[src/hw/rtl/swm_pkg.sv]
`default_nettype none

package swm_pkg;

  // Window storage and field widths
  localparam int unsigned MAX_WINDOW   = 64;
  localparam int unsigned DATA_W       = 32;
  localparam int unsigned CFG_W        = 7;
  localparam int unsigned WINDOW_RESET = 64;

  localparam int unsigned IDX_W    = (MAX_WINDOW > 1) ? $clog2(MAX_WINDOW) : 1;
  localparam int unsigned AGE_W    = IDX_W;
  localparam int unsigned CNT_W    = $clog2(MAX_WINDOW + 1);
  localparam int unsigned PFX_LVLS = $clog2(MAX_WINDOW);

  // Result queue
  localparam int unsigned OUTQ_DEPTH = 3;
  localparam int unsigned OQ_IDX_W   = $clog2(OUTQ_DEPTH);
  localparam int unsigned OQ_CNT_W   = $clog2(OUTQ_DEPTH + 1);

  typedef logic signed [DATA_W-1:0] sample_t;
  typedef logic [CFG_W-1:0]         cfg_t;
  typedef logic [AGE_W-1:0]         age_t;
  typedef logic [CNT_W-1:0]         cnt_t;
  typedef logic [IDX_W-1:0]         idx_t;
  typedef logic [OQ_CNT_W-1:0]      oq_cnt_t;

  // One sorted entry: value and number of items since it arrived
  typedef struct packed {
    sample_t val;
    age_t    age;
  } entry_t;

  // Broadcast to every cell
  typedef struct packed {
    sample_t sample;
    logic    remove;
    age_t    tgt_age;
    logic    upd;
  } cell_ctl_t;

endpackage

`default_nettype wire

[src/hw/rtl/swm_if.sv]
`default_nettype none


interface swm_median_if;
  import swm_pkg::*;
  logic    valid;
  logic    ready;
  sample_t median;
  modport source (output valid, output median, input ready);
  modport sink (input valid, input median, output ready);
endinterface


`default_nettype wire

[src/hw/rtl/swm_outq.sv]
`default_nettype none

module swm_outq (
  input  logic                clk_i,
  input  logic                rst_ni,
  input  logic                push_i,
  input  swm_pkg::sample_t    push_data_i,
  output swm_pkg::oq_cnt_t    level_o,
  swm_median_if.source        med_o
);
  import swm_pkg::*;

  sample_t                data_q [OUTQ_DEPTH];
  sample_t                data_d [OUTQ_DEPTH];
  oq_cnt_t                occ_q, occ_d;
  logic                   pop;
  logic [OQ_IDX_W-1:0]    widx;

  assign pop        = med_o.valid && med_o.ready;
  assign med_o.valid = (occ_q != '0);
  assign med_o.median = data_q[0];
  assign level_o    = occ_q;

  assign widx  = OQ_IDX_W'(occ_q - oq_cnt_t'(pop));
  assign occ_d = oq_cnt_t'(occ_q + oq_cnt_t'(push_i) - oq_cnt_t'(pop));

  // Track fill level
  always_ff @(posedge clk_i or negedge rst_ni) begin
    if (!rst_ni) begin
      occ_q <= '0;
    end else begin
      occ_q <= occ_d;
    end
  end

  // Advance on a transfer, append behind the last held result
  always_comb begin
    data_d = data_q;
    if (pop) begin
      for (int k = 0; k < OUTQ_DEPTH - 1; k++) begin
        data_d[k] = data_q[k+1];
      end
    end
    if (push_i) begin
      data_d[widx] = push_data_i;
    end
  end

  always_ff @(posedge clk_i) begin
    data_q <= data_d;
  end

endmodule

`default_nettype wire

[src/flat_wrapper.sv]
// flat-port wrapper written by rule: the top's interface ports become plain ports
module swm_outq_flat import swm_pkg::*;
  (clk_i, rst_ni, push_i, push_data_i, level_o, med_o_valid, med_o_median, med_o_ready);
  swm_median_if med_o_i ();
  input  logic clk_i;
  input  logic rst_ni;
  input  logic push_i;
  input  swm_pkg::sample_t push_data_i;
  output swm_pkg::oq_cnt_t level_o;
  output wire logic [$bits(med_o_i.valid)-1:0] med_o_valid;
  output wire logic [$bits(med_o_i.median)-1:0] med_o_median;
  input wire logic [$bits(med_o_i.ready)-1:0] med_o_ready;
  assign med_o_valid = med_o_i.valid;
  assign med_o_median = med_o_i.median;
  assign med_o_i.ready = med_o_ready;
  swm_outq u_core (.clk_i(clk_i), .rst_ni(rst_ni), .push_i(push_i), .push_data_i(push_data_i), .level_o(level_o), .med_o(med_o_i));
endmodule
[config.mk]
export PLATFORM = sky130hd
export DESIGN_NAME = swm_outq_flat
export DESIGN_NICKNAME = d
export VERILOG_FILES = /design/src/hw/rtl/swm_pkg.sv /design/src/hw/rtl/swm_if.sv /design/src/hw/rtl/swm_outq.sv /design/src/flat_wrapper.sv
export SDC_FILE = /design/constraint.sdc
export NUM_CORES = 1
export LEC_CHECK = 0
export ABC_AREA = 0
export BUFFER_PORTS_ARGS = -buffer_cell sky130_fd_sc_hd__buf_4
export CELL_PAD_IN_SITES_DETAIL_PLACEMENT = 0
export CELL_PAD_IN_SITES_GLOBAL_PLACEMENT = 1
export CORE_MARGIN = 4
export CORE_UTILIZATION = 24
export CTS_CLUSTER_SIZE = 12
export DETAILED_ROUTE_END_ITERATION = 12
export GPL_TIMING_DRIVEN = 0
export PLACE_DENSITY = 0.47
export SETUP_SLACK_MARGIN = 0.2
export SYNTH_ARGS = -nofsm -noshare
export SYNTH_HDL_FRONTEND = slang
export SYNTH_SLANG_ARGS = --single-unit
[constraint.sdc]
create_clock -name clk_i -period 7 [get_ports clk_i]
set_input_delay 1.4 -clock clk_i [delete_from_list [all_inputs] [get_ports clk_i]]
set_output_delay 1.4 -clock clk_i [all_outputs]
set_load 0.005 [all_outputs]
==> impl_metrics.env <==
export IMPL_status="completed"
export IMPL_buffer_ports_inserted=70
export IMPL_nets=403
export IMPL_seq_power_share_pct=35.8
export IMPL_synth_area_um2=4670
export IMPL_worst_endpoint_required_ps=5600
export IMPL_finalSetupViolCount=0
export IMPL_syn_instance_count=284
export IMPL_power_static_leakage_nw=2.72
export IMPL_vdd_drop_max_uv=161
export IMPL_number_of_global_route_vias_before_repair=2604
export IMPL_seqCellArea_um2=2290
export IMPL_drt_pass1_iterations=4
export IMPL_max_cap_violations=0
export IMPL_synth_compound_area_share_pct=0.964
export IMPL_post_cts_hold_buffer_count=0
export IMPL_n_fill_cell=1922
export IMPL_finalMaxSlewViolations=0
export IMPL_clock_root_buffer="sky130_fd_sc_hd__clkbuf_16"
export IMPL_die_width_um=148
export IMPL_grt_util_all_layers_pct=8.99
export IMPL_core_area_um2=18900
export IMPL_grt_remaining_overflow=0
export IMPL_multi_input_comb_area_um2=2030
export IMPL_synth_adder_area_share_pct=0.268
export IMPL_clockBufferDepth=2
export IMPL_area_growth_pct=24.9
export IMPL_ant_nets=0
export IMPL_via_per_inst=3.81
export IMPL_dr_total_vias=2401
export IMPL_transition_time_of_the_tightest_slew_check_pin_ps=686
export IMPL_arrival_ps=1290
export IMPL_synth_seq_area_share_pct=49.1
export IMPL_initial_antenna_violation_count=0
export IMPL_design_die_area_um2=21800
export IMPL_placed_area_um2=5560
export IMPL_fp_row_count=50
export IMPL_final_min_clock_period_ps=2690
export IMPL_htree_num_levels=3
export IMPL_final_area_um2=5830
export IMPL_grt_first_pass_wirelength_um=15000
export IMPL_post_synth_and_or_nand_nor_area_fraction_pct=1.23
export IMPL_largest_family_of_logic_cells_by_synthesized_area="multiplexers"
export IMPL_drc_errors=0
export IMPL_tritoncts="yes"
export IMPL_hpwl_um=6420
export IMPL_cts_sinks=98
export IMPL_number_of_top_level_pins=71
export IMPL_power_frac_comb_pct=46.5
export IMPL_synth_avg_cell_area_um2=16.4
export IMPL_synth_net_count=321
export IMPL_gp_congestion=0.676
export IMPL_postRouteWirelength_um=9630
export IMPL_initial_utilization_pct=24.7
export IMPL_critical_path_max_fanout=8
export IMPL_power_switching_w=0.000688
export IMPL_ys_warn_count=0
export IMPL_post_synth_num_cell_types=20
export IMPL_unrepaired_setup_endpoints_after_global_routing="no"
export IMPL_grt_max_degree=18
export IMPL_primary_flip_flop_cell_chosen_by_synthesis_mapping="sky130_fd_sc_hd__dfxtp_1"
export IMPL_clock_power_share_pct=17.6
export IMPL_die_y_um=148
export IMPL_setup_total_negative_slack_ps=0
export IMPL_critical_setup_path_class="reg2out"
export IMPL_ys_async_rst_share_pct=2.04
export IMPL_hold_viol=0
export IMPL_switching_share_of_power_pct=26.0
export IMPL_end_kind="output pin"
export IMPL_wl_per_cell_um=15.3
export IMPL_clock_transition_at_path_regs_ps=60
export IMPL_antenna_cells_inserted=0
export IMPL_power_internal_w=0.00195
export IMPL_final_cell_count_no_fill=631
export IMPL_hold_crit_path_type="reg2reg"
export IMPL_synth_xor_xnor_area_share_pct=0.188
export IMPL_post_cts_resized_instances=0
export IMPL_clkLatencyLatePin_ps=340
export IMPL_final_power_w=0.00264
export IMPL_max_freq_mhz=372
export IMPL_postSynthRegisterBits=98
export IMPL_dpl_cell_count=615
export IMPL_post_route_period_util_pct=38.4
export IMPL_number_of_enable_type_register_cells_in_the_synthesized_netlist=32
export IMPL_final_layout_worst_hold_slack_ps=599
export IMPL_synth_area_mux_share_pct=40.5
export IMPL_powerDensity_nw_per_um2=453
export IMPL_timing_critical_path_from_type="flop"
export IMPL_setup_slack_on_the_worst_flop_to_flop_path_ps=5120
export IMPL_cts_made_buffers=9
export IMPL_postCtsSetupRepairBufs=0
export IMPL_timing_clock_skew_ps=6.94
export IMPL_final_layout_size_suffix_gt1_share_pct=71.4
export IMPL_detail_route_iter0_violations=73
export IMPL_worst_slew_slack_as_a_fraction_of_its_limit_pct=54.1
## worst paths after layout
check                                   from                 endpoint  cells after the start
setup reg to reg           u_core.level_o[1]  u_core.med_o.median[19]                      4
hold / removal                          flop        u_core.data_q[43]                      2
max in group asynchronous             rst_ni        u_core.level_o[0]                      1
min in group asynchronous             rst_ni        u_core.level_o[1]                      1
setup / recovery           u_core.level_o[1]              med_o_valid                      2
hold reg to reg                         flop        u_core.data_q[43]                      2
## through the flow
stage	setup WS, ps	util [%]
after floorplan	3350	-
after global placement	1760	29.2
after detailed placement	3940	29.4
after CTS	4280	30.9
after global routing	4270	30.9
final	4310	30.9
## worst max-delay path, stage by stage (launching register included)
cell and delay, ps:
sky130_fd_sc_hd__dfrtp_1 480, sky130_fd_sc_hd__or2_2 330, sky130_fd_sc_hd__buf_4 140
## cells in the final DEF (no fill, tap or decap), types with 2 or more instances in the layout
master / Yosys / layout
sky130_fd_sc_hd__nand2b_1: 2 / 2
sky130_fd_sc_hd__edfxtp_1: 32 / 32
sky130_fd_sc_hd__dfxtp_1: 64 / 64
sky130_fd_sc_hd__buf_2: 2 / 2
sky130_fd_sc_hd__clkinvlp_4: 0 / 2
sky130_fd_sc_hd__clkinv_2: 0 / 3
sky130_fd_sc_hd__buf_6: 9 / 9
sky130_fd_sc_hd__clkbuf_16: 0 / 9
sky130_fd_sc_hd__mux2_4: 120 / 120
sky130_fd_sc_hd__buf_4: 33 / 103
sky130_fd_sc_hd__dfrtp_1: 2 / 2
sky130_fd_sc_hd__o21ai_4: 2 / 2
sky130_fd_sc_hd__mux2_2: 8 / 8
## cell usage after synthesis (2+ instances only)
| library cell | instances | area share [%] |
|---|---|---|
| sky130_fd_sc_hd__mux2_2 | 8 | 1.9 |
| sky130_fd_sc_hd__nand2b_1 | 2 | 0.27 |
| sky130_fd_sc_hd__o21ai_4 | 2 | 0.70 |
| sky130_fd_sc_hd__dfxtp_1 | 64 | 27 |
| sky130_fd_sc_hd__buf_6 | 9 | 2.2 |
| sky130_fd_sc_hd__edfxtp_1 | 32 | 21 |
| sky130_fd_sc_hd__buf_2 | 2 | 0.21 |
| sky130_fd_sc_hd__dfrtp_1 | 2 | 1.1 |
| sky130_fd_sc_hd__buf_4 | 33 | 5.3 |
| sky130_fd_sc_hd__mux2_4 | 120 | 39 |
## metal layers
layer | track usage, % | wire length, um | share of wire, % | up-vias
met3 | 2.79 | 369 | 3.8 | 10
met5 | 0 | 0 | 0 | -
met4 | 3.63 | 163 | 1.7 | 0
li1 | - | - | - | 1154
met2 | 14.3 | 4570 | 47 | 45
met1 | 11.3 | 4520 | 47 | 1192
## cell families after synthesis
logic type      count (synthesis)
mux                           128
flops                          98
buf+inv                        45
simple gates                    7
compound gates                  4
xor+xnor                        1
fa+ha+maj                       1
## area by class of cell
cell class / count / area share [%]
clock inverters: 5 / 0.515
flip-flops and latches: 98 / 39.3
multi-input cells: 141 / 34.7
repair buffers: 71 / 9.48
plain buffers: 44 / 6.16
well taps: 260 / 5.58
clock buffers: 11 / 4.16
inverters: 1 / 0.0644
## power groups by stage
stage | Sequential [W] | Combinational, W | Clock (W)
2_1_floorplan | 0.000919 | 0.000949 | 0
3_3_place_gp | 0.000955 | 0.00122 | 0
3_5_place_dp | 0.000958 | 0.00125 | 0
4_1_cts | 0.000949 | 0.00126 | 0.000489
5_1_grt | 0.000973 | 0.00132 | 0.000507
6_report | 0.000946 | 0.00123 | 0.000466
Power figures use the tool's default switching activity.
