File: src/hw/rtl/swm_pkg.sv
`default_nettype none

package swm_pkg;

  // Window storage and field widths
  localparam int unsigned MAX_WINDOW   = 64;
  localparam int unsigned DATA_W       = 32;
  localparam int unsigned CFG_W        = 7;
  localparam int unsigned WINDOW_RESET = 64;

  localparam int unsigned IDX_W    = (MAX_WINDOW > 1) ? $clog2(MAX_WINDOW) : 1;
  localparam int unsigned AGE_W    = IDX_W;
  localparam int unsigned CNT_W    = $clog2(MAX_WINDOW + 1);
  localparam int unsigned PFX_LVLS = $clog2(MAX_WINDOW);

  // Result queue
  localparam int unsigned OUTQ_DEPTH = 3;
  localparam int unsigned OQ_IDX_W   = $clog2(OUTQ_DEPTH);
  localparam int unsigned OQ_CNT_W   = $clog2(OUTQ_DEPTH + 1);

  typedef logic signed [DATA_W-1:0] sample_t;
  typedef logic [CFG_W-1:0]         cfg_t;
  typedef logic [AGE_W-1:0]         age_t;
  typedef logic [CNT_W-1:0]         cnt_t;
  typedef logic [IDX_W-1:0]         idx_t;
  typedef logic [OQ_CNT_W-1:0]      oq_cnt_t;

  // One sorted entry: value and number of items since it arrived
  typedef struct packed {
    sample_t val;
    age_t    age;
  } entry_t;

  // Broadcast to every cell
  typedef struct packed {
    sample_t sample;
    logic    remove;
    age_t    tgt_age;
    logic    upd;
  } cell_ctl_t;

endpackage

`default_nettype wire

File: src/hw/rtl/swm_cell.sv
`default_nettype none

module swm_cell (
  input  logic               clk_i,
  input  swm_pkg::cell_ctl_t ctl_i,
  input  logic               valid_i,
  input  logic               validn_i,
  input  logic               gr_i,
  input  swm_pkg::entry_t    right_i,
  input  logic               right_le_i,
  input  swm_pkg::entry_t    left_a_i,
  input  logic               left_ins_i,
  output swm_pkg::entry_t    own_o,
  output swm_pkg::entry_t    a_o,
  output logic               le_o,
  output logic               ins_o,
  output logic               match_o
);
  import swm_pkg::*;

  entry_t ent_q, ent_d;
  entry_t a_ent;
  logic   a_le;

  assign own_o = ent_q;

  // Flag the oldest sample and compare the new sample against this entry
  assign match_o = valid_i && ctl_i.remove && (ent_q.age == ctl_i.tgt_age);
  assign le_o    = !($signed(ctl_i.sample) < $signed(ent_q.val));

  // Close the gap left by the removed entry
  assign a_ent = gr_i ? right_i : ent_q;
  assign a_le  = gr_i ? right_le_i : le_o;
  assign a_o   = a_ent;
  assign ins_o = validn_i && a_le;

  // Keep, take the new sample, or shift up from the left neighbor
  always_comb begin
    if (ins_o) begin
      ent_d.val = a_ent.val;
      ent_d.age = AGE_W'(a_ent.age + 1'b1);
    end else if (left_ins_i) begin
      ent_d.val = ctl_i.sample;
      ent_d.age = '0;
    end else begin
      ent_d.val = left_a_i.val;
      ent_d.age = AGE_W'(left_a_i.age + 1'b1);
    end
  end

  always_ff @(posedge clk_i) begin
    if (ctl_i.upd) begin
      ent_q <= ent_d;
    end
  end

endmodule

`default_nettype wire

File: config.mk
export PLATFORM = sky130hd
export DESIGN_NAME = swm_cell
export DESIGN_NICKNAME = d
export VERILOG_FILES = /design/src/hw/rtl/swm_pkg.sv /design/src/hw/rtl/swm_cell.sv
export SDC_FILE = /design/constraint.sdc
export NUM_CORES = 1
export LEC_CHECK = 0
export BUFFER_PORTS_ARGS = -buffer_cell sky130_fd_sc_hd__buf_4
export CAP_MARGIN = 10
export CORE_MARGIN = 2
export CORE_UTILIZATION = 45
export DETAILED_ROUTE_END_ITERATION = 6
export PLACE_DENSITY = 0.88
export REMOVE_ABC_BUFFERS = 1
export SETUP_SLACK_MARGIN = 0.4
export SLEW_MARGIN = 20
export SYNTH_ARGS = -nofsm -noshare
export SYNTH_HDL_FRONTEND = slang
export SYNTH_SLANG_ARGS = --single-unit
File: constraint.sdc
create_clock -name clk_i -period 3.21 [get_ports clk_i]
set_input_delay 0.4815 -clock clk_i [delete_from_list [all_inputs] [get_ports clk_i]]
set_output_delay 0.4815 -clock clk_i [all_outputs]
set_load 0.1 [all_outputs]
==> results of run 1 <==
[metal layers]
layer	global-route usage	share of wire	wire, um
met5	0	0	0
met3	0.0348	0.075	1050
met1	0.319	0.40	5540
met2	0.490	0.52	7250
met4	0.0706	0.012	168
[area by class of cell]
class                   instances  area [um^2]
clock buffers                   7         76.3
inverters                      33          126
repair buffers                223         1720
multi-input cells             377         2860
well taps                     111          139
flip-flops and latches         38         1140
fillers                       735         3050
[cell usage after synthesis, types with 2 or more instances]
master and count:
o21ai_0 69, nand2_1 43, edfxtp_1 38, mux2_2 38
nor3_1 35, a21o_1 33, ha_1 33, inv_1 32
a311oi_1 31, clkbuf_1 24, a21oi_1 23, nand3_1 14
nand2b_1 9, buf_1 7, xnor2_1 7, xor2_1 7
buf_6 6, nand4_1 5, nor2_1 5, o311ai_2 4
and3_1 3, a211oi_1 2, buf_2 2, buf_4 2
nor4_1 2, or4_1 2
[repair_timing]
item	CTS	global route
setup endpoints to repair	7	31
hold endpoints to repair	0	0
buffers inserted	10	5
resized for setup	21	16
pin swaps	10	6
[cells by family (layout without fill, tap and decap cells)]
family / after synthesis / count (layout)
compound gates: 168 / 168
xor+xnor: 14 / 14
fa+ha+maj: 33 / 33
buf+inv: 74 / 263
flops: 38 / 38
mux: 39 / 39
simple gates: 123 / 123
[tightest hold or removal path: stages]
cell and delay (ns):
buf_4 0.11, a41oi_1 0.13, o311ai_2 0.08
[how the worst max path moves through the flow]
stage	start	to	slack [ns]	cells after the start
floorplan	own_o[4]$_DFFE_PP_	match_o	-1.38	3
finish	own_o[31]$_DFFE_PP_	ins_o	0.33	10
CTS	own_o[16]$_DFFE_PP_	le_o	0.33	9
global placement	ctl_i[19]	ins_o	0.23	10
global route	own_o[31]$_DFFE_PP_	ins_o	0.22	10
detailed placement	ctl_i[35]	own_o[26]$_DFFE_PP_	0.16	11
[per-stage QoR]
step | power (W) | setup slack [ns] | hold slack (ns)
3_5_place_dp | 0.00232 | 0.162 | 0.733
5_1_grt | 0.00286 | 0.220 | 0.613
2_1_floorplan | 0.00184 | -1.38 | 0.594
3_3_place_gp | 0.00229 | 0.230 | 0.710
4_1_cts | 0.00270 | 0.325 | 0.615
6_report | 0.00274 | 0.332 | 0.626
[where the power goes]
part / internal [W] / switching, W / total, W
registers: 0.000624 / 0.0000379 / 0.000662
clock network: 0.000150 / 0.000175 / 0.000325
logic: 0.000507 / 0.00124 / 0.00175
total: 0.00128 / 0.00145 / 0.00274
==> results.tsv, run 1 <==
stage	metric	value	unit
clocking	ctsHtreeMaxLevel	2	
logic_synthesis	ys_types	39	
layout	fin_util	0.666	
logic_synthesis	synthArstFlopShare	0	
floorplan	fp.coreArea	0.00911	mm^2
layout	area_growth	45.7	%
routing	drtPass1Iterations	5	
floorplan	die_w	100	um
routing	drc	0	
worst_setup_path	worstPathCellList	inv_1, ha_4, nand4_1, nor4_4, a21oi_2, or2_4, o21ai_4, o21ai_2, and2_4, buf_12	
run	drv_cap	0	
floorplan	boundaryPins	201	
clocking	hold_buffers	0	
logic_synthesis	netlist.area_leader.share	0.274	
worst_setup_path	cp_slowest_cell	edfxtp_1	
min_path	worstHoldEndpoint	own_o[1]$_DFFE_PP_	
routing	wirelength	14.0	mm
layout	stdcell_area	0.00606	mm^2
layout	final_cells	789	
clocking	worstSkewPairLatency	0.28	ns
worst_setup_path	timing.rr.start	own_o[31]$_DFFE_PP_	
logic_synthesis	synthAdderAreaFrac	0.0992	
pwr	ir_worst_vdd	0.309	mV
logic_synthesis	synthCells	489	
layout	final_cell_mix	buf_4 (218), o21ai_0 (66), nand2_1 (43)	
routing	drtAntennaViolNets	0	
timing	setup_tns	0	ns
worst_setup_path	slowest_delay	0.36	ns
timing	slew_headroom	0.439	
clocking	clk_transition_reported_paths	0.08	ns
timing	worst_pin_slew	0.842	ns
routing	dr.first_iter.drc_count	172	
worst_setup_path	reg2reg_depth	11	
worst_setup_path	cpLargestDelayFamily	simple AND/OR/NAND/NOR gates	
timing	finClkSkew	0.00621	ns
timing	post-route-min-period	2.88	ns
layout	finalNetCount	833	
pwr	powerDensity	451	mW/mm^2
layout	largest_reg_flops	38	
worst_setup_path	rrSetupSlack	0.59	ns
outcome	status	finished clean	
floorplan	die_h	100	um
min_path	hold_path.class	input port to flop	
global_routing	grt_pass1_vias	4600	
logic_synthesis	synth.yosys.warnings	0	
clocking	numCtsBuffers	5	
placed_design	portBuffers	200	
clocking	cts_root_buf	clkbuf_8	
logic_synthesis	postSynthAreaPerCell	8.51	um^2
logic_synthesis	synthTopCellsByArea	edfxtp_1 (27%), mux2_2 (10%), ha_1 (9.9%)	
logic_synthesis	synth_mux_area_frac	0.105	
min_path	hp-start	right_le_i	
logic_synthesis	synth_edf_count	38	
timing	setup_viol	0	
global_routing	grt_start_max_net_pins	55	
placed_design	gp_congestion	0.858	
global_routing	grt_antenna_before_repair	0	
layout	final_common_cell	buf_4	
timing	grt_setup_unrepaired	true	
routing	route.detailed.wl_per_inst	17.8	um
logic_synthesis	syn_area	0.00416	mm^2
floorplan	die-area	0.0100	mm^2
logic_synthesis	ys.flop_type	edfxtp_1	
worst_setup_path	path_buf_inv	2	
logic_synthesis	yosys.area_share.simple	0.144	
global_routing	grt_usage	0.264	
logic_synthesis	yosys_register_bits	38	
worst_setup_path	required	2.73	ns
floorplan	rows	35	
worst_setup_path	arrival	2.40	ns
logic_synthesis	synth_compound_area_frac	0.268	
logic_synthesis	synth_top_family_by_area	compound AO/OA/AOI/OAI gates	
pwr	leakage	2.73	nW
placed_design	dp_hpwl	10.2	mm
clocking	cts_tree	yes	
floorplan	start_util	0.457	
worst_setup_path	path_max_fanout	3	
placed_design	place_area	0.00569	mm^2
layout	antenna_cells	0	
worst_setup_path	timing_worst_setup_path_type	flop to output pin	
logic_synthesis	yosysTopAreaCell	edfxtp_1	
placed_design	place_inst	767	
global_routing	grt_pass1_wl	21.8	mm
timing	period_share	0.897	
worst_setup_path	startpoint_type	flop	
timing	slew_violations	0	
worst_setup_path	rr_endpoint	own_o[7]$_DFFE_PP_	
clocking	clockBufferDepth	2	
min_path	min_path_cells	3	
routing	vias	4716	
worst_setup_path	worstSetupEndpointType	output pin	
timing	clock.fmax	0.347	GHz
timing	hold_viol	0	
routing	post_drt_via_cell_ratio	5.98	
global_routing	overflow	0	
logic_synthesis	yosys.area_share.xor_xnor	0.0295	
clocking	cts.sinks	38	
logic_synthesis	seq_area_frac_synth	0.274	
layout	layout-drive-gt1-share	0.440	
Note: power is estimated with default switching activity, not from simulation.
==> inputs of run 2 (changes only) <==
--- a/config.mk
+++ b/config.mk
@@ -10,7 +10,7 @@
 export CORE_MARGIN = 2
 export CORE_UTILIZATION = 45
 export DETAILED_ROUTE_END_ITERATION = 6
-export PLACE_DENSITY = 0.88
+export PLACE_DENSITY = 0.78
 export REMOVE_ABC_BUFFERS = 1
 export SETUP_SLACK_MARGIN = 0.4
 export SLEW_MARGIN = 20
==> constraint.sdc (replaced) <==
create_clock -name clk_i -period 3.1 [get_ports clk_i]
set_input_delay 0.465 -clock clk_i [delete_from_list [all_inputs] [get_ports clk_i]]
set_output_delay 0.465 -clock clk_i [all_outputs]
set_load 0.1 [all_outputs]
==> run 2 against run 1 <==
Compared with the run above:
- register-to-register slack worse by 0.34 ns
- hold slack lost 0.043 ns
- combinational power is 20% higher
- first-iteration DRC count up 31%
- core utilization grew 6.2 points
- final area increased by 9.3%
- critical path depth shrank 1
- non-clock buffer count is 17 higher
- critical path type unchanged
- die area unchanged
==> results.tsv, run 2 (synthesis gave the netlist of run 1 again) <==
stage	metric	value	unit	change
routing	post_drt_via_cell_ratio	6.11		+2.3%
layout	regArea	0.00114	mm^2	unchanged
worst_setup_path	arrival	2.42	ns	+0.02 ns
timing	period_share	0.930		
worst_setup_path	worstSetupEndpointType	output pin		
worst_setup_path	timing_worst_setup_path_type	flop to output pin		
clocking	cts_tree	yes		
clocking	cts_root_buf	clkbuf_8		
global_routing	grt_antenna_before_repair	0		unchanged
placed_design	portBuffers	200		unchanged
timing	hold_viol	0		unchanged
floorplan	rows	35		unchanged
placed_design	dpl_worst_slack	0.0331	ns	-0.129 ns
outcome	status	finished clean		
routing	route.detailed.wl_per_inst	19.3	um	+8.7%
routing	wirelength	15.6	mm	+11%
clocking	worstSkewPairLatency	0.29	ns	about the same
timing	post-route-min-period	2.88	ns	
clocking	clk_transition_reported_paths	0.08	ns	about the same
timing	grt_setup_unrepaired	true		
timing	layout_setup_ws	0.216	ns	-0.116 ns
worst_setup_path	required	2.63	ns	-0.10 ns
clocking	clockBufferDepth	2		unchanged
layout	multi_input_area	0.00310	mm^2	+8.6%
floorplan	fp.coreArea	0.00911	mm^2	unchanged
pwr	powerDensity	472	mW/mm^2	+4.7%
global_routing	grt_pass1_vias	4457		-3.1%
run	drv_cap	0		unchanged
routing	vias	4934		+4.6%
layout	area_growth	59.3	%	
worst_setup_path	worstPathCellList	inv_2, ha_4, a2111o_1, a32oi_1, a21oi_2, o21ai_4, o21ai_2, and2_4, buf_12		
placed_design	gp_congestion	0.893		+4.1%
layout	final_cell_mix	buf_4 (221), o21ai_0 (66), nand2_1 (43)		
global_routing	grt_usage	0.264		about the same
layout	nFillCells	673		-8.4%
layout	largest_reg_flops	38		unchanged
global_routing	overflow	0		unchanged
floorplan	die_w	100	um	unchanged
layout	fin_util	0.728		+0.0622
clocking	hold_buffers	0		unchanged
pwr	leakage	2.98	nW	+9.3%
global_routing	grt_start_max_net_pins	49		-11%
layout	finalNetCount	851		+2.2%
worst_setup_path	path_max_fanout	2		-1
routing	dr.first_iter.drc_count	226		+31%
clocking	numCtsBuffers	5		unchanged
layout	antenna_cells	0		unchanged
layout	layout-drive-gt1-share	0.496		+0.0562
timing	finClkSkew	0.00727	ns	+0.00107 ns
routing	drtAntennaViolNets	0		unchanged
timing	clock.fmax	0.347	GHz	
clocking	ctsHtreeMaxLevel	2		unchanged
worst_setup_path	timing.rr.start	own_o[7]$_DFFE_PP_		
floorplan	start_util	0.457		unchanged
worst_setup_path	slowest_delay	0.45	ns	+0.09 ns
clocking	cts.sinks	38		unchanged
layout	final_common_cell	buf_4		
timing	worst_pin_slew	1.18	ns	+0.334 ns
min_path	hold_path.class	input port to flop		
worst_setup_path	cp_slowest_cell	a2111o_1		
timing	setup_tns	0	ns	unchanged
pwr	ir_worst_vdd	0.310	mV	+0.43%
timing	setup_viol	0		unchanged
worst_setup_path	startpoint_type	flop		
global_routing	grt_pass1_wl	21.5	mm	-1.4%
floorplan	die_h	100	um	unchanged
floorplan	boundaryPins	201		unchanged
min_path	hp-start	right_le_i		
timing	slew_violations	0		unchanged
floorplan	die-area	0.0100	mm^2	unchanged
placed_design	dp_hpwl	9.91	mm	-2.6%
routing	drtPass1Iterations	5		unchanged
worst_setup_path	cp-startpoint	own_o[7]$_DFFE_PP_		
routing	drc	0		unchanged
timing	slew_headroom	0.214		-0.225
-- run 2: changes by cell type in the layout (fill, tap and decap cells not counted), sizes merged --
cell / before / now
clkbuf: 7 / 12
buf: 223 / 235
clkinv: 0 / 1
-- run 2: critical path: cells and delay by family (launching register included) --
kind                       cells  cell delay [ns]
AOI/OAI and AO/OA              5             1.09
adders and majority gates      1             0.19
buffers and inverters          2             0.26
DFF                            1             0.40
and+or+nand+nor                1             0.17
-- run 2: power breakdown --
group	switching, W	leakage [nW]	internal (W)
clock network	0.000187	0.0383	0.000156
logic	0.00142	2.57	0.000684
registers	0.0000408	0.371	0.000646
-- run 2: final timing paths --
kind	slack, ns	endpoint	cells after the start
min reg2reg	0.75	own_o[17]$_DFFE_PP_	2
max reg2reg	0.25	own_o[31]$_DFFE_PP_	13
max	0.22	ins_o	9
min	0.58	own_o[1]$_DFFE_PP_	3
-- run 2: through the flow --
step	cell area [um^2]	instances	power, W	hold WS [ns]
finish	6630	807	0.00313	0.583
global route	6630	807	0.00324	0.607
CTS	5940	784	0.00281	0.604
floorplan	3950	448	0.00191	0.577
global placement	5670	765	0.00238	0.713
detailed placement	5670	765	0.00241	0.732
-- run 2: timing repair --
action                                  in CTS  in global routing
resized for setup                           22                 79
endpoints found under the setup margin      33                 33
gates cloned                                 0                 10
setup buffers                               12                 13
pin swaps                                    9                 40
-- run 2: cell type report --
class                           instances  share of cell area
Timing Repair Buffer                  240               0.303
Clock buffer                            7              0.0115
Sequential cell                        38               0.172
Multi-Input combinational cell        377               0.468
Timing Repair inverter                  1             0.00170
Inverter                               33              0.0226
Tap cell                              111              0.0209
-- run 2: layer usage --
metal  wire (um)  vias to the layer above  part of all wire  GRT usage
met4         214                        0             0.014     0.0622
met2        7800                      283              0.50      0.485
met5           0                        -                 0          0
li1            -                     2260                 -          -
met1        6250                     2367              0.40      0.324
met3        1310                       24             0.084     0.0411
