## config.mk

```make
export PLATFORM = sky130hd
export DESIGN_NAME = swm_prefix
export DESIGN_NICKNAME = d
export VERILOG_FILES = /design/src/hw/rtl/swm_pkg.sv /design/src/hw/rtl/swm_prefix.sv
export SDC_FILE = /design/constraint.sdc
export NUM_CORES = 1
export LEC_CHECK = 0
export ABC_AREA = 1
export BUFFER_PORTS_ARGS = -buffer_cell sky130_fd_sc_hd__buf_2
export CAP_MARGIN = 20
export CELL_PAD_IN_SITES_DETAIL_PLACEMENT = 0
export CELL_PAD_IN_SITES_GLOBAL_PLACEMENT = 1
export CORE_MARGIN = 5
export CORE_UTILIZATION = 21
export DETAILED_ROUTE_END_ITERATION = 8
export PLACE_DENSITY_LB_ADDON = 0.1
export SYNTH_ARGS = -nofsm -noshare
export SYNTH_HDL_FRONTEND = slang
export SYNTH_SLANG_ARGS = --single-unit
export TNS_END_PERCENT = 5
```

## constraint.sdc

```tcl
create_clock -name vclk -period 1.8
set_input_delay 0.54 -clock vclk [all_inputs]
set_output_delay 0.54 -clock vclk [all_outputs]
set_load 0.1 [all_outputs]
```

## src/hw/rtl/swm_pkg.sv

```systemverilog
`default_nettype none

package swm_pkg;

  // Window storage and field widths
  localparam int unsigned MAX_WINDOW   = 64;
  localparam int unsigned DATA_W       = 32;
  localparam int unsigned CFG_W        = 7;
  localparam int unsigned WINDOW_RESET = 64;

  localparam int unsigned IDX_W    = (MAX_WINDOW > 1) ? $clog2(MAX_WINDOW) : 1;
  localparam int unsigned AGE_W    = IDX_W;
  localparam int unsigned CNT_W    = $clog2(MAX_WINDOW + 1);
  localparam int unsigned PFX_LVLS = $clog2(MAX_WINDOW);

  // Result queue
  localparam int unsigned OUTQ_DEPTH = 3;
  localparam int unsigned OQ_IDX_W   = $clog2(OUTQ_DEPTH);
  localparam int unsigned OQ_CNT_W   = $clog2(OUTQ_DEPTH + 1);

  typedef logic signed [DATA_W-1:0] sample_t;
  typedef logic [CFG_W-1:0]         cfg_t;
  typedef logic [AGE_W-1:0]         age_t;
  typedef logic [CNT_W-1:0]         cnt_t;
  typedef logic [IDX_W-1:0]         idx_t;
  typedef logic [OQ_CNT_W-1:0]      oq_cnt_t;

  // One sorted entry: value and number of items since it arrived
  typedef struct packed {
    sample_t val;
    age_t    age;
  } entry_t;

  // Broadcast to every cell
  typedef struct packed {
    sample_t sample;
    logic    remove;
    age_t    tgt_age;
    logic    upd;
  } cell_ctl_t;

endpackage

`default_nettype wire

```

## src/hw/rtl/swm_prefix.sv

```systemverilog
`default_nettype none

module swm_prefix (
  input  logic [swm_pkg::MAX_WINDOW-1:0] match_i,
  output logic [swm_pkg::MAX_WINDOW-1:0] gr_o
);
  import swm_pkg::*;

  logic [MAX_WINDOW-1:0] lvl [PFX_LVLS+1];

  // Parallel prefix OR: bit i is set when any entry at or below i matches
  always_comb begin
    lvl[0] = match_i;
    for (int l = 0; l < PFX_LVLS; l++) begin
      for (int i = 0; i < MAX_WINDOW; i++) begin
        if (i >= (1 << l)) begin
          lvl[l+1][i] = lvl[l][i] | lvl[l][i-(1<<l)];
        end else begin
          lvl[l+1][i] = lvl[l][i];
        end
      end
    end
  end

  assign gr_o = lvl[PFX_LVLS];

endmodule

`default_nettype wire

```

==> impl_metrics.json, run 1 <==
{
  "synth_top_cell_area_share_pct": 40.15,
  "cpMostUsedCell": "nor2_4",
  "hold_viol": 0,
  "path_cells": "buf_8, nor2_4, nand2_4, nor2_4, buf_12, nand2_8, nor2_4, clkinvlp_4, buf_12",
  "max_clock_freq_mhz": 451.5,
  "multi_input_area_um2": 1653,
  "cp_data_required_time_ns": 1.26,
  "seq_cell_count": 0,
  "worstPathArrival_ns": 1.67,
  "path_buf_inv": 4,
  "fillCellCount": 667,
  "path_max_fanout": 5,
  "p_total_uw": 313.5,
  "finalSetupViolCount": 60,
  "ff_latch_area_um2": 0,
  "insertedDiodeCount": 0,
  "dp_cells": 572,
  "top_level_ports": 128,
  "synth_area_leaders": "nor2_1 (40%), nand2_1 (36%), inv_1 (12%)",
  "fin_tns_setup_ns": -18.70,
  "synthCells": 337,
  "ir_worst_vdd_mv": 0.1149,
  "path_class": "in -> out",
  "layout.cells.non_filler": 575,
  "fin_nets": 564,
  "postCtsHoldBufs": 0,
  "coreArea_um2": 6277,
  "slowest_delay_ns": 0.17,
  "postRouteAntennaNets": 0,
  "violations": "setup timing",
  "status": "finished, violations left",
  "grt-ovfl-total": 0,
  "rsz0062_at_grt": "true",
  "die_area_um2": 8113,
  "drv_cap": 0,
  "die_x_um": 90.07,
  "fin_crit_sh_pct": 123.0,
  "grt_start_max_net_pins": 6,
  "synth_top_area_cell": "nor2_1",
  "relSlewSlack_pct": 84.14,
  "area_growth_pct": 153.7,
  "routed_wl_mm": 7.116,
  "critical-path-top-delay-family": "simple AND/OR/NAND/NOR gates",
  "slew_violations": 0,
  "grtUsageTotal_pct": 16.56,
  "avgSynthCellArea_um2": 3.995,
  "grt_pass1_vias": 2543,
  "syn_area_um2": 1346,
  "p_leak_uw": 0.001416,
  "p_per_area_nw_per_um2": 91.79,
  "drcViolationCount": 0,
  "fin_ws_ns": -0.4147,
  "final_layout_size_suffix_gt1_share_pct": 60.84,
  "nClkBuffers": 0,
  "post_drt_wl_per_cell_um": 12.38,
  "num_vias": 2479,
  "hold_path.class": "in -> out",
  "slowest_stage": "buf_12",
  "crit_path_end_kind": "output port",
  "drt-pass1-iter-count": 4,
  "gp_congestion": 0.8709,
  "synth_cell_types": 7,
  "rows": 29,
  "layout_commonest_cell": "nand2_1",
  "min_period_ns": 2.215,
  "vias_per_cell": 4.311,
  "initial_core_util_pct": 21.45,
  "grt_pass1_wl_mm": 11.59,
  "die_h_um": 90.07,
  "drtIter0Drc": 42,
  "yosysSeqAreaShare_pct": 0,
  "syn_nets": 401,
  "place_hpwl_mm": 6.133,
  "worst_pin_slew_ns": 0.2374,
  "crit_path_start_kind": "primary input",
  "antenna_found_initial": 0,
  "yosysWarningCount": 0,
  "final_cell_mix": "nand2_1 (86), nor2_1 (75), buf_2 (60)",
  "hold_ws_ns": 1.437,
  "portBuffers": 128
}
through the flow:
| step | instance area [um2] | worst slack [ns] | utilization [%] |
|---|---|---|---|
| finish | 3416 | -0.4147 | 54.42 |
| global route | 3416 | -0.4794 | 54.42 |
| global placement | 2610 | -0.5399 | 41.58 |
| detailed placement | 2610 | -0.5443 | 41.58 |
| CTS | 3242 | -0.4517 | 51.64 |
| floorplan | 1575 | -0.8537 | - |
cell type report:
class / count / share of cell area [%]
multi-input combinational: 294 / 48.39
tap: 77 / 2.821
inverter: 42 / 5.494
timing repair buffer: 162 / 43.30
Yosys cell counts:
master / count
nand2_1: 129
buf_4: 1
nand2_2: 7
nor2_2: 9
nor2_4: 5
inv_1: 42
nor2_1: 144
worst paths after layout:
| path | endpoint | slack, ns | startpoint | cells after the start |
|---|---|---|---|---|
| worst max-delay path | gr_o[31] | -0.41 | match_i[1] | 9 |
| worst min-delay path | gr_o[0] | 1.44 | match_i[0] | 3 |
layer usage:
metal  vias to the layer above  global-route usage, %  part of all wire [%]
met5                         -                      0                     0
met4                         0                  1.365                  0.72
met3                         4                  2.421                   5.6
met2                        84                  29.94                    49
met1                      1093                  21.46                    44
li1                       1298                      -                     -
timing repair:
action / 4_1_cts / 5_1_grt
cloned: 0 / 0
endpoints found under the setup margin: 60 / 60
gates resized for setup: 195 / 51
buffers inserted: 1 / 2
pin swaps: 16 / 18
logic make-up (layout without fill, tap and decap cells):
kind of cell | after synthesis | after routing | share of synthesized area, %
simple gates | 294 | 294 | 87.73
buf+inv | 43 | 204 | 12.27
where the power goes:
group          switching, uW  internal, uW
sequential                 0             0
clock                      0             0
combinational            187           127
Power figures use the tool's default switching activity.
==> run 2, diff against run 1 <==
--- a/config.mk
+++ b/config.mk
@@ -10,7 +10,7 @@
 export CAP_MARGIN = 20
 export CELL_PAD_IN_SITES_DETAIL_PLACEMENT = 0
 export CELL_PAD_IN_SITES_GLOBAL_PLACEMENT = 1
-export CORE_MARGIN = 5
+export CORE_MARGIN = 4
 export CORE_UTILIZATION = 21
 export DETAILED_ROUTE_END_ITERATION = 8
 export PLACE_DENSITY_LB_ADDON = 0.1
==> run 2 against run 1 <==
  * The run still ends with setup timing left
  * Wire length up 3.3%
  * Non-clock buffer count unchanged
  * Largest cell class unchanged
  * Via count up 0.36%
  * Critical endpoint is now gr_o[18]
==> impl_metrics.json, run 2 (synthesis results as in run 1) <==
{
  "status": "finished, violations left",
  "violations": "setup timing",
  "crit_end": "gr_o[18]",
  "seq_cell_count": 0,
  "rsz0062_at_grt": "true",
  "drv_cap": 0,
  "drcViolationCount": 0,
  "grt_start_max_net_pins": 6,
  "p_leak_uw": 0.001405,
  "rows": 28,
  "cp_data_required_time_ns": 1.26,
  "num_vias": 2488,
  "final_cell_mix": "nand2_1 (89), nor2_1 (74), nor2_2 (62), buf_2 (62), buf_6 (45)",
  "die_x_um": 88.07,
  "crit_path_start_kind": "primary input",
  "hold_viol": 0,
  "top_level_ports": 128,
  "worstPathArrival_ns": 1.71,
  "ir_worst_vdd_mv": 0.1598,
  "insertedDiodeCount": 0,
  "place_hpwl_mm": 6.295,
  "fin_ws_ns": -0.4462,
  "grt-ovfl-total": 0,
  "gp_congestion": 0.8622,
  "vias_per_cell": 4.342,
  "relSlewSlack_pct": 81.49,
  "path_class": "in -> out",
  "fin_crit_sh_pct": 124.8,
  "grtUsageMet2_pct": 34.79,
  "critical_path.startpoint": "match_i[1]",
  "drt-pass1-iter-count": 4,
  "use_met1_pct": 22.28,
  "global_route.peak_usage_layer": "met2",
  "portBuffers": 128,
  "routed_wl_mm": 7.352,
  "crit_path_end_kind": "output port",
  "drtIter0Drc": 32,
  "postRouteAntennaNets": 0,
  "fin_nets": 564,
  "max_clock_freq_mhz": 445.2,
  "grt_pass1_wl_mm": 11.46,
  "nClkBuffers": 0,
  "layout_commonest_cell": "nand2_1",
  "path_max_fanout": 5,
  "area_growth_pct": 151.0,
  "die_area_um2": 7756,
  "p_per_area_nw_per_um2": 92.19,
  "use_met3_pct": 2.728,
  "min_period_ns": 2.246,
  "fin_util_pct": 55.76,
  "worst_pin_slew_ns": 0.2800,
  "final_layout_size_suffix_gt1_share_pct": 60.44,
  "die_h_um": 88.07,
  "post_drt_wl_per_cell_um": 12.83,
  "coreArea_um2": 6061,
  "postCtsHoldBufs": 0,
  "grt_pass1_vias": 2624,
  "p_total_uw": 311.6,
  "ff_latch_area_um2": 0,
  "antenna_found_initial": 0,
  "finalSetupViolCount": 61,
  "initial_core_util_pct": 22.21,
  "hold_path.class": "in -> out",
  "slew_violations": 0,
  "grtUsageTotal_pct": 18.18
}
## run 2: power by group
| part | internal, uW | switching [uW] | leakage (uW) | total, uW |
|---|---|---|---|---|
| combinational | 125 | 187 | 0.00141 | 312 |
| clock | 0 | 0 | 0 | 0 |
| sequential | 0 | 0 | 0 | 0 |
| total | 125 | 187 | 0.00141 | 312 |
## run 2: layer usage
metal  wire [um]  up-vias
met5           0        -
met4          49        0
met3         663        4
met2        3538       96
met1        3101     1088
li1            -     1300
## run 2: area by class of cell
type / instances / area (um2)
tap: 75 / 93.84
timing repair buffer: 162 / 1475
inverter: 42 / 187.7
multi-input combinational: 294 / 1623
fill: 641 / 2681
## run 2: worst max-delay path, stage by stage
cell	delay [ns]
buf_8	0.10
nor2_4	0.16
nand2_4	0.08
nor2_4	0.24
nand2_4	0.12
nor2_4	0.16
clkinvlp_4	0.13
buf_12	0.17
## run 2: how the worst min path moves through the flow
stage                    start      end  slack [ns]  cells past startpoint
finish              match_i[0]  gr_o[0]        1.33                      2
global route        match_i[0]  gr_o[0]        1.34                      2
CTS                 match_i[0]  gr_o[0]        1.34                      2
detailed placement  match_i[0]  gr_o[0]        1.39                      2
global placement    match_i[0]  gr_o[0]        1.39                      2
floorplan           match_i[0]  gr_o[0]        1.29                      1
## run 2: per-stage QoR
| step | hold slack (ns) | setup TNS [ns] | std cells | instance area (um2) | worst slack, ns |
|---|---|---|---|---|---|
| floorplan | 1.292 | -39.19 | 337 | 1575 | -0.8537 |
| global placement | 1.386 | -27.52 | 570 | 2608 | -0.5518 |
| detailed placement | 1.389 | -27.94 | 570 | 2608 | -0.5658 |
| CTS | 1.337 | -19.55 | 571 | 3228 | -0.4524 |
| global route | 1.341 | -23.99 | 573 | 3379 | -0.5067 |
| finish | 1.335 | -20.18 | 573 | 3379 | -0.4462 |
## run 2: what timing repair did
action	in CTS	in global routing
endpoints found under the hold margin	0	0
setup buffers	1	2
gates resized for setup	196	43
pin swaps	11	14
endpoints found under the setup margin	60	61
==> run 3, diff against run 2 <==
--- a/config.mk
+++ b/config.mk
@@ -5,13 +5,12 @@
 export SDC_FILE = /design/constraint.sdc
 export NUM_CORES = 1
 export LEC_CHECK = 0
-export ABC_AREA = 1
 export BUFFER_PORTS_ARGS = -buffer_cell sky130_fd_sc_hd__buf_2
 export CAP_MARGIN = 20
 export CELL_PAD_IN_SITES_DETAIL_PLACEMENT = 0
 export CELL_PAD_IN_SITES_GLOBAL_PLACEMENT = 1
 export CORE_MARGIN = 4
-export CORE_UTILIZATION = 21
+export CORE_UTILIZATION = 17
 export DETAILED_ROUTE_END_ITERATION = 8
 export PLACE_DENSITY_LB_ADDON = 0.1
 export SYNTH_ARGS = -nofsm -noshare
==> run 3 against run 2 <==
  * The flow still finishes with violations (setup timing)
  * Sequential share of layout area stayed put
  * Worst hold slack better by 0.12 ns
  * Largest cell class is now buffers
  * Wire length fell by 28%
  * Global-route usage down 1.0 points
  * Sequential cell count is the same
  * Combinational power shrank 5%
  * Synthesized cell count shrank 60%
  * First-iteration DRC count shrank 31%
  * Highest routed layer unchanged
  * Cell area shrank 12%
  * Via count down 28%
==> impl_metrics.json, run 3 <==
{
  "grt_pass1_wl_mm": 8.631,
  "top_level_ports": 128,
  "cell_internal_pwr_uw": 155.9,
  "worstPathArrival_ns": 2.04,
  "synth_most_common_cell": "nor2_1",
  "p_per_area_nw_per_um2": 98.75,
  "yosysWarningCount": 0,
  "synth_common_cells": "nor2_1 (25), nand2_1 (21), nand3_1 (15), or3_1 (10)",
  "holdPathStages": 3,
  "fin_nets": 399,
  "path_max_fanout": 8,
  "rsz0062_at_grt": "true",
  "hold_start": "match_i[0]",
  "hold_ws_ns": 1.450,
  "relSlewSlack_pct": 78.13,
  "worst_pin_slew_ns": 0.3251,
  "avgSynthCellArea_um2": 6.126,
  "portBuffers": 128,
  "insertedDiodeCount": 0,
  "dp_cells": 389,
  "die_x_um": 77.75,
  "synth_area_leaders": "nor2_1 (11%), nand2_1 (9.5%), nand3_1 (9.1%)",
  "status": "finished, violations left",
  "crit_path_end_kind": "output port",
  "violations": "setup timing",
  "drv_cap": 0,
  "rows": 25,
  "switching_share_pct": 47.08,
  "power_frac_comb_pct": 100.0,
  "num_vias": 1782,
  "final_cell_mix": "buf_4 (62), buf_2 (57), buf_6 (53)",
  "drcViolationCount": 0,
  "p_total_uw": 294.6,
  "p_leak_uw": 0.001344,
  "crit_path_start_kind": "primary input",
  "initial_core_util_pct": 17.51,
  "switchingPower_uw": 138.7,
  "ff_latch_area_um2": 0,
  "min_to": "gr_o[0]",
  "min_period_ns": 2.584,
  "ir_worst_vdd_mv": 0.1126,
  "power.share.clock_pct": 0,
  "syn_area_um2": 827.0,
  "layout_commonest_cell": "buf_4",
  "fin_crit_sh_pct": 143.5,
  "die_h_um": 77.75,
  "yosysSeqAreaShare_pct": 0,
  "seq_cell_count": 0,
  "finalSetupViolCount": 63,
  "die_area_um2": 6045,
  "routed_wl_mm": 5.295,
  "synthCells": 135,
  "place_hpwl_mm": 3.924,
  "slew_violations": 0,
  "syn_nets": 199,
  "nClkBuffers": 0,
  "postRouteAntennaNets": 0,
  "grt-ovfl-total": 0,
  "synth_cell_types": 25,
  "post_drt_wl_per_cell_um": 13.24,
  "fin_ws_ns": -0.7836,
  "synth_top_area_cell": "nor2_1",
  "drtIter0Drc": 22,
  "coreArea_um2": 4723,
  "grtUsageTotal_pct": 17.14,
  "p_seq_share_pct": 0,
  "fin_tns_setup_ns": -39.42,
  "hold_viol": 0,
  "max_clock_freq_mhz": 387.1,
  "layout.cells.non_filler": 400,
  "grt_pass1_vias": 1906,
  "hold_path.class": "in -> out",
  "synth_top_cell_area_share_pct": 11.35,
  "cp_data_required_time_ns": 1.26,
  "path_class": "in -> out",
  "fin_util_pct": 63.15,
  "drt-pass1-iter-count": 4,
  "grt_start_max_net_pins": 12,
  "antenna_found_initial": 0,
  "vias_per_cell": 4.455,
  "gp_congestion": 0.8034,
  "final_layout_size_suffix_gt1_share_pct": 73.87,
  "area_growth_pct": 260.7
}
run 3: timing repair:
action | CTS | global route
hold buffers | 0 | 0
setup buffers | 5 | 4
cloned | 2 | 0
resized for setup | 208 | 14
setup endpoints to repair | 63 | 63
pin swaps | 17 | 9
run 3: final cells by class:
type                       count  area (um2)
multi-input combinational    127       957.2
fill                         420        1740
tap                           67       83.83
inverter                       5       18.77
timing repair buffer         201        1923
run 3: per-layer routing:
metal  routed length (um)  GRT usage (%)  vias to the layer above
met2                 2954          35.70                       81
li1                     -              -                      898
met5                    0              0                        -
met4                   25          1.957                        0
met1                 1857          17.43                      801
met3                  457          3.596                        2
run 3: kinds of logic after synthesis:
logic type             count (synthesis)  share of synthesized area [%]
and+or+nand+nor                      127                          94.10
buffers and inverters                  8                          5.899
run 3: power groups by stage:
stage | clock, uW | combinational, uW | sequential, uW
global placement | 0 | 253 | 0
floorplan | 0 | 77.4 | 0
CTS | 0 | 282 | 0
detailed placement | 0 | 254 | 0
finish | 0 | 295 | 0
global route | 0 | 318 | 0
run 3: worst max path at each step:
| stage | startpoint | endpoint | depth (start not counted) |
|---|---|---|---|
| after floorplan | match_i[2] | gr_o[16] | 3 |
| after global placement | match_i[37] | gr_o[60] | 9 |
| after detailed placement | match_i[37] | gr_o[60] | 9 |
| after CTS | match_i[7] | gr_o[54] | 8 |
| after global routing | match_i[0] | gr_o[47] | 8 |
| final | match_i[38] | gr_o[54] | 8 |
run 3: stage by stage:
step / worst slack [ns] / instance area, um2
5_1_grt: -0.9164 / 2983
4_1_cts: -0.8058 / 2882
3_5_place_dp: -0.9393 / 2036
6_report: -0.7836 / 2983
2_1_floorplan: -1.608 / 848.3
3_3_place_gp: -0.9680 / 2036
run 3: critical path: stages:
cell and delay, ns:
buf_2 0.12, nor4_4 0.23, buf_4 0.15, nand4b_1 0.19, nor4b_4 0.28, buf_6 0.18
nand4b_1 0.14, buf_8 0.20
